<file path="config.mk">
export PLATFORM = sky130hd
export DESIGN_NAME = scjc_front
export DESIGN_NICKNAME = d
export VERILOG_FILES = /design/src/rtl/core/scjc_pkg.sv /design/src/rtl/core/scjc_front.sv
export SDC_FILE = /design/constraint.sdc
export NUM_CORES = 1
export LEC_CHECK = 0
export BUFFER_PORTS_ARGS = -buffer_cell sky130_fd_sc_hd__buf_2
export CORE_AREA = 2 2 113 115
export DETAILED_ROUTE_END_ITERATION = 10
export DIE_AREA = 0 0 115 117
export PLACE_DENSITY = 0.74
export REMOVE_ABC_BUFFERS = 1
export SLEW_MARGIN = 20
export SYNTH_ARGS = -nofsm -noshare
export SYNTH_HDL_FRONTEND = slang
export SYNTH_SLANG_ARGS = --single-unit
export TNS_END_PERCENT = 50
</file>
<file path="constraint.sdc">
create_clock -name clk -period 4.35 [get_ports clk]
set_clock_uncertainty 0.1 [all_clocks]
set_input_delay 0.87 -clock clk [delete_from_list [all_inputs] [get_ports clk]]
set_output_delay 0.87 -clock clk [all_outputs]
set_load 0.02 [all_outputs]
</file>
<file path="src/rtl/core/scjc_pkg.sv">
// shared types, constants and helpers for the spike count to joint command unit
`default_nettype none
package scjc_pkg;

	localparam int RING_DEPTH = 1024;
	localparam int RING_AW    = $clog2(RING_DEPTH);
	localparam int CNT_W      = $clog2(RING_DEPTH + 1);
	localparam int NET_W      = CNT_W + 1;
	localparam int GAIN_W     = 33;
	localparam int PROD_W     = GAIN_W + NET_W;
	localparam int ENTRY_W    = 3 + 64;
	localparam int QSHIFT     = 16;
	localparam int QDEPTH     = 2;
	localparam int QAW        = $clog2(QDEPTH);
	localparam int QCW        = $clog2(QDEPTH + 1);
	localparam int NUM_LAYERS = 6;
	localparam int NUM_JOINTS = 3;
	localparam int JNT_W      = $clog2(NUM_JOINTS);

	localparam logic [CNT_W-1:0] RING_FULL = CNT_W'(RING_DEPTH);
	localparam logic [9:0] STALE_MAX = 10'd1023;

	localparam logic signed [PROD_W-1:0] SAT_HI     = PROD_W'(32767);
	localparam logic signed [PROD_W-1:0] SAT_LO     = ~SAT_HI;
	localparam logic signed [PROD_W-1:0] ROUND_BIAS = PROD_W'(65535);

	// opcodes
	localparam logic OP_PUSH = 1'b0;
	localparam logic OP_TICK = 1'b1;

	// tick modes
	localparam logic [2:0] MODE_CONTROL = 3'd2;
	localparam logic [2:0] MODE_INVALID = 3'd7;

	// highest valid layer code
	localparam logic [2:0] LAYER_MAX = 3'd5;

	// status codes
	localparam logic [1:0] STAT_OK        = 2'd0;
	localparam logic [1:0] STAT_BAD_MODE  = 2'd1;
	localparam logic [1:0] STAT_BAD_LAYER = 2'd2;
	localparam logic [1:0] STAT_FULL      = 2'd3;

	// register indexes
	localparam logic [2:0] REG_PERIOD       = 3'd0;
	localparam logic [2:0] REG_BASE_PPD     = 3'd1;
	localparam logic [2:0] REG_SHOULDER_PPD = 3'd2;
	localparam logic [2:0] REG_ELBOW_PPD    = 3'd3;
	localparam logic [2:0] REG_GAIN         = 3'd4;

	// joint selects
	localparam logic [JNT_W-1:0] JNT_BASE     = JNT_W'(0);
	localparam logic [JNT_W-1:0] JNT_SHOULDER = JNT_W'(1);
	localparam logic [JNT_W-1:0] JNT_ELBOW    = JNT_W'(2);

	typedef struct packed {
		logic        opcode;
		logic [63:0] time_stamp;
		logic [2:0]  spike_layer;
		logic [2:0]  object_mode;
	} item_t;

	typedef struct packed {
		logic [1:0]         status_code;
		logic               commands_valid;
		logic signed [15:0] base_change;
		logic signed [15:0] shoulder_change;
		logic signed [15:0] elbow_change;
		logic [9:0]         stale_dropped;
	} result_t;

	typedef struct packed {
		logic [7:0]         period;
		logic [15:0]        base_ppd;
		logic [15:0]        shoulder_ppd;
		logic [15:0]        elbow_ppd;
		logic signed [15:0] gain;
	} cfg_t;

	typedef enum logic [2:0] {
		BK_IDLE,
		BK_DECODE,
		BK_DRAIN_RD,
		BK_DRAIN_CHK,
		BK_MUL_A,
		BK_MUL_B,
		BK_SCALE
	} back_state_t;

	function automatic logic [RING_AW-1:0] next_ptr(input logic [RING_AW-1:0] p);
		return (p == RING_AW'(RING_DEPTH - 1)) ? '0 : p + 1'b1;
	endfunction

endpackage
`default_nettype wire

</file>
<file path="src/rtl/core/scjc_front.sv">
// intake stage: accepts items into a short queue ahead of the execution sequencer
`default_nettype none
module scjc_front (
	input  wire logic           clk,
	input  wire logic           arst_n,
	input  wire logic           start,
	input  wire logic           opcode,
	input  wire logic [63:0]    time_stamp,
	input  wire logic [2:0]     spike_layer,
	input  wire logic [2:0]     object_mode,
	input  wire logic           q_pop,
	output logic                busy,
	output logic                q_valid,
	output scjc_pkg::item_t     q_head
);
	import scjc_pkg::*;

	item_t            fifo_q [QDEPTH];
	logic [QAW-1:0]   wr_q;
	logic [QAW-1:0]   rd_q;
	logic [QCW-1:0]   fill_q;
	logic             push;

	assign busy    = (fill_q == QCW'(QDEPTH));
	assign q_valid = (fill_q != '0);
	assign q_head  = fifo_q[rd_q];
	assign push    = start && !busy;

	always_ff @(posedge clk or negedge arst_n) begin
		if (!arst_n) begin
			wr_q   <= '0;
			rd_q   <= '0;
			fill_q <= '0;
		end else begin
			if (push) begin
				wr_q <= (wr_q == QAW'(QDEPTH - 1)) ? '0 : wr_q + 1'b1;
			end
			if (q_pop) begin
				rd_q <= (rd_q == QAW'(QDEPTH - 1)) ? '0 : rd_q + 1'b1;
			end
			case ({push, q_pop})
				2'b10:   fill_q <= fill_q + 1'b1;
				2'b01:   fill_q <= fill_q - 1'b1;
				default: fill_q <= fill_q;
			endcase
		end
	end

	always_ff @(posedge clk) begin
		if (push) begin
			fifo_q[wr_q] <= '{opcode: opcode, time_stamp: time_stamp,
				spike_layer: spike_layer, object_mode: object_mode};
		end
	end

endmodule
`default_nettype wire

</file>
==> results of run 1 <==
==> cell families after synthesis <==
family | count (synthesis)
multiplexers | 71
XOR/XNOR | 5
buffers and inverters | 9
adder cells (fa/ha/maj) | 1
AND/OR/NAND/NOR | 6
flip-flops | 146
==> critical path: stages (launching register included) <==
cell and delay, ns:
dfrtp_4 0.54, buf_4 0.54, mux2_2 0.40, buf_2 0.16
==> registers in the layout, summed over array words and instances, names as in the netlist <==
signal  cells
rd_q        1
fill_q      2
fifo_q    142
wr_q        1
==> final cells by class <==
type                       instances  area (um2)  share of cell area (%)
clock inverter                    15       123.9                   1.763
clock buffer                      17       425.4                   6.054
tap                              150       187.7                   2.671
timing repair buffer             150       758.2                   10.79
sequential                       146        4368                   62.16
multi-input combinational         83        1157                   16.47
antenna                            1       2.502                 0.03561
inverter                           1       3.754                 0.05342
==> per-layer routing <==
| metal | GRT usage, % | share of wire [%] | up-vias |
|---|---|---|---|
| li1 | - | - | 1264 |
| met2 | 22.63 | 50 | 101 |
| met5 | 0 | 0 | - |
| met3 | 5.458 | 7.2 | 13 |
| met1 | 17.04 | 41 | 1312 |
| met4 | 6.747 | 1.8 | 0 |
==> power by group <==
group          total [mW]  switching (mW)  internal (mW)
Sequential           2.05           0.111           1.94
Clock                1.34           0.515          0.825
Combinational        1.71           0.947          0.760
Total                5.09            1.57           3.52
==> stage by stage <==
stage / instance area [um2] / hold slack (ns) / worst slack (ns) / std cells
2_1_floorplan: 5513 / 0.3566 / -0.1789 / 230
3_3_place_gp: 6475 / 0.3700 / 1.716 / 530
3_5_place_dp: 6475 / 0.4129 / 1.695 / 530
4_1_cts: 7024 / 0.1530 / 1.245 / 562
5_1_grt: 7024 / 0.1579 / 1.193 / 562
6_report: 7027 / 0.1685 / 1.325 / 563
==> worst min path at each step <==
stage,from,slack [ns],depth (start not counted),end
2_1_floorplan,fill_q[1],0.36,1,fill_q[1]
3_3_place_gp,fill_q[1],0.37,1,fill_q[1]
3_5_place_dp,fill_q[1],0.41,1,fill_q[1]
4_1_cts,arst_n,0.15,1,fill_q[0]
5_1_grt,arst_n,0.16,1,fill_q[0]
6_report,arst_n,0.17,1,fill_q[0]
==> placed cells by master (no fill, tap or decap) <==
cell type and n:
and3_4 1, buf_2 147, buf_4 3, bufinv_16 2, clkbuf_16 17, clkinv_1 5, clkinv_2 6, clkinvlp_4 2
dfrtp_1 3, dfrtp_4 1, diode_2 1, edfxtp_1 142, ha_1 1, inv_1 1, mux2_2 2, mux2_4 69
nand2_1 1, nand2b_1 1, nor2_1 1, nor2_4 1, or2_2 1, xnor2_1 3, xor2_1 2
==> flow_summary.json, run 1 <==
{
  "r2r_cells": 4,
  "antenna_left": 0,
  "cts-root-buf": "clkbuf_16",
  "grt_pass1_wl_um": 13660,
  "fin_nets": 475,
  "cp-startpoint": "rd_q",
  "syn2layout_area_growth_pct": 24.06,
  "synthCells": 238,
  "fp.dieH_um": 117,
  "via_per_inst": 4.778,
  "port_buffers": 147,
  "drt-wirelength-per-cell_um": 16.51,
  "start_kind": "flop",
  "yosysTopAreaCell": "edfxtp_1",
  "grt_util_all_layers_pct": 14.15,
  "crit_end": "q_head[54]",
  "synthFlopType": "edfxtp_1",
  "synth_fa_ha_area_share_pct": 0.2209,
  "post-route-util_pct": 57.07,
  "grt_pass1_vias": 2652,
  "synthArstFlopShare_pct": 2.740,
  "criticalPathCategory": "reg2out",
  "drt_wl_total_um": 9296,
  "fin_tns_setup_ns": 0,
  "rows": 41,
  "numCtsBuffers": 17,
  "hold_buffers": 0,
  "synth_xor_xnor_area_share_pct": 0.7731,
  "post_cts_buffers": 0,
  "core_um2": 12310,
  "period_minus_slack_ns": 3.025,
  "initial_utilization_pct": 46.01,
  "firstDrtPassIters": 4,
  "drt_iter0_drc": 166,
  "cts_sinks": 146,
  "total_power_mw": 5.094,
  "timing.final.max_slew_violations": 0,
  "io_pins": 148,
  "num_vias": 2690,
  "place_hpwl_um": 5972,
  "setup_viol": 0,
  "n_fill_cell": 952,
  "leakagePower_nw": 2.849,
  "tightest_slew_ns": 1.008,
  "grt_start_max_net_pins": 72,
  "synth_top_family_by_area": "multiplexers",
  "synth_top_cells_by_area": "edfxtp_1 (75%), mux2_4 (18%), buf_12 (2.5%)",
  "r2r_start": "fill_q[0]",
  "clk_path_buf_depth": 2,
  "status": "finished clean",
  "clock_latency_ns": 0.41,
  "netlist_area_um2": 5664,
  "grt_setup_unrepaired": "false",
  "clk_pin_slew_worst_paths_ns": 0.06,
  "design.die.area_um2": 13460,
  "synthTopCellsByCount": "edfxtp_1 (142), mux2_4 (69), buf_12 (7), dfrtp_1 (4), xnor2_1 (3)",
  "drv_cap": 0,
  "yosys_warnings": 0,
  "synth_seq_cells": 146,
  "r2r-end": "fifo_q[0][5]",
  "fin_crit_sh_pct": 69.54,
  "ys_seq_area_share_pct": 77.05,
  "worst-r2r-setup-slack_ns": 2.26,
  "h-tree-depth": 4,
  "globalplace.congestion": 0.6837,
  "worst_ep_required_time_ns": 3.38,
  "cp.arrival_ns": 2.06,
  "synth-edff-count": 142,
  "drc": 0,
  "max_freq_mhz": 330.6,
  "overflow": 0,
  "cp-end-kind": "primary output",
  "synth_compound_area_share_pct": 0,
  "yosys.area_share.simple_pct": 0.5302,
  "hold_viol_final": 0,
  "drive_above_1_share_pct": 61.17,
  "synth_cell_types": 15,
  "critPathMaxFanout": 33,
  "peakVddDrop_v": 0.0006692,
  "die_w_um": 115,
  "avgSynthCellArea_um2": 23.80,
  "cts_resized": 0,
  "hold_class": "in2async",
  "power_density_nw_per_um2": 725.0,
  "yosysMostFrequentCell": "edfxtp_1",
  "antenna_found_initial": 1,
  "muxShareOfSynthArea_pct": 18.69,
  "tritoncts": "built",
  "netlist.area_leader.share_pct": 75.28,
  "maxSlewHeadroom_pct": 32.80
}
Power figures use the tool's default switching activity.
==> run 2: changes to the inputs <==
Clock period 4.35 ns to 2.65 ns, I/O delays scaled along.
==> run 2 against run 1 <==
  * Sequential share of layout area down 1.2 points
  * Non-clock buffer count rose by 8
  * Critical path depth unchanged
  * Flip-flop and latch count stayed put
  * Sequential power is 64% higher
  * Power grew 68%
  * Design area is 1.9% higher
  * Via count is 0.86% higher
  * Clock-buffer cell count unchanged
  * Final cell count up 1.4%
  * Wire length is 3.2% higher
  * Register-to-register slack got worse by 1.4 ns
  * Critical endpoint is now q_head[36]
  * Largest cell class unchanged
==> flow_summary.json, run 2 (synthesized netlist as in run 1, its figures left out) <==
{
  "place_hpwl_um": 6322,
  "clk_path_buf_depth": 2,
  "critPathTopFamily": "flip-flops",
  "drv_cap": 0,
  "hp-start": "time_stamp[15]",
  "fp.dieH_um": 117,
  "max_stage_delay_ns": 0.64,
  "rows": 41,
  "worst_ep_required_time_ns": 2.02,
  "cts_sinks": 146,
  "antenna_left": 0,
  "fin_nets": 483,
  "syn2layout_area_growth_pct": 26.40,
  "cp-end-kind": "primary output",
  "antenna_found_initial": 1,
  "design.die.area_um2": 13460,
  "maxSlewHeadroom_pct": 70.01,
  "final_common_cell": "buf_2",
  "largest_reg_flops": 142,
  "drc": 0,
  "critPathSlowestCell": "dfrtp_4",
  "dp_cells": 536,
  "n_fill_cell": 940,
  "power_density_nw_per_um2": 1196,
  "drt_wl_total_um": 9593,
  "numCtsBuffers": 17,
  "initial_utilization_pct": 46.01,
  "grt_start_max_net_pins": 49,
  "grt_setup_unrepaired": "false",
  "firstDrtPassIters": 4,
  "num_vias": 2713,
  "grt_pass1_vias": 2789,
  "cts_resized": 0,
  "fin_crit_sh_pct": 91.07,
  "grt_util_all_layers_pct": 14.38,
  "cts-root-buf": "clkbuf_16",
  "h-tree-depth": 4,
  "status": "finished clean",
  "port_buffers": 147,
  "instances_no_fill": 571,
  "critPathMaxFanout": 15,
  "grt_pass1_wl_um": 14110,
  "criticalPathCategory": "reg2out",
  "clock_latency_ns": 0.41,
  "crit_path_cell_trace": "buf_4, mux2_4, buf_2",
  "die_w_um": 115,
  "tritoncts": "built",
  "period_minus_slack_ns": 2.413,
  "overflow": 0,
  "start_kind": "flop",
  "peakVddDrop_v": 0.0007789,
  "path_buf_inv": 2,
  "drt-wirelength-per-cell_um": 16.80,
  "globalplace.congestion": 0.6745,
  "via_per_inst": 4.751,
  "drive_above_1_share_pct": 61.43,
  "top_regs": "fifo_q (142), fill_q (2)",
  "max_freq_mhz": 414.3,
  "clk_pin_slew_worst_paths_ns": 0.06,
  "mostFrequentLayoutCells": "buf_2 (147), edfxtp_1 (142), mux2_4 (69), clkbuf_16 (17), clkinv_1 (6)",
  "hold_slack_ns": 0.2073,
  "tightest_slew_ns": 0.4499,
  "r2r_start": "fill_q[0]",
  "setup_viol": 0,
  "hold_class": "in2reg",
  "cp.arrival_ns": 1.78,
  "cp-startpoint": "rd_q",
  "leakagePower_nw": 2.914,
  "hold_viol_final": 0,
  "timing.final.max_slew_violations": 0,
  "top_register": "fifo_q",
  "fin_tns_setup_ns": 0,
  "core_um2": 12310,
  "drt_iter0_drc": 132,
  "io_pins": 148,
  "total_power_mw": 8.563
}
==> run 2: cell count changes in the layout (fill, tap and decap cells not counted), sizes merged <==
| cell | before | now |
|---|---|---|
| buf | 150 | 157 |
| clkinv | 11 | 12 |
| clkinvlp | 2 | 1 |
| dlygate4sd3 | 0 | 1 |
==> run 2: worst paths after layout <==
check                                 to  slack (ns)  cells past startpoint
max reg2reg                fifo_q[1][51]        0.83                      3
min                        fifo_q[0][21]        0.21                      1
min in group asynchronous      fill_q[1]        0.36                      2
max                           q_head[36]        0.24                      3
max in group asynchronous           rd_q        1.95                      2
min reg2reg                    fill_q[1]        0.41                      1
==> run 2: timing repair <==
item / 4_1_cts / 5_1_grt
hold buffers: 1 / 0
buffers inserted: 0 / 1
setup endpoints to repair: 0 / 11
endpoints found under the hold margin: 4 / 0
==> run 2: layout make-up <==
type | instances | area (um2) | share of cell area [%]
antenna | 1 | 2.502 | 0.03495
clock buffer | 17 | 425.4 | 5.942
clock inverter | 15 | 123.9 | 1.730
inverter | 1 | 3.754 | 0.05243
multi-input combinational | 83 | 1157 | 16.17
sequential | 146 | 4368 | 61.01
tap | 150 | 187.7 | 2.621
timing repair buffer | 158 | 890.9 | 12.44
==> run 2: report_power, final <==
group	leakage (nW)	internal (mW)	switching [mW]
combinational	1.28	1.39	1.59
clock	0.271	1.35	0.855
sequential	1.36	3.16	0.210
==> run 2: metal layers <==
metal | vias up | GRT usage (%) | part of all wire (%)
met1 | 1323 | 16.78 | 42
met5 | - | 0 | 0
met2 | 90 | 23.25 | 50
met3 | 13 | 5.767 | 6.9
met4 | 0 | 7.229 | 1.5
li1 | 1287 | - | -
==> run 2: metrics by stage <==
| step | setup slack [ns] | area (um2) | util, % |
|---|---|---|---|
| after floorplan | -1.544 | 5513 | - |
| after global placement | 0.4944 | 6570 | 53.36 |
| after detailed placement | 0.4762 | 6570 | 53.36 |
| after CTS | 0.02429 | 7129 | 57.91 |
| after global routing | 0.1541 | 7157 | 58.13 |
| final | 0.2366 | 7159 | 58.15 |
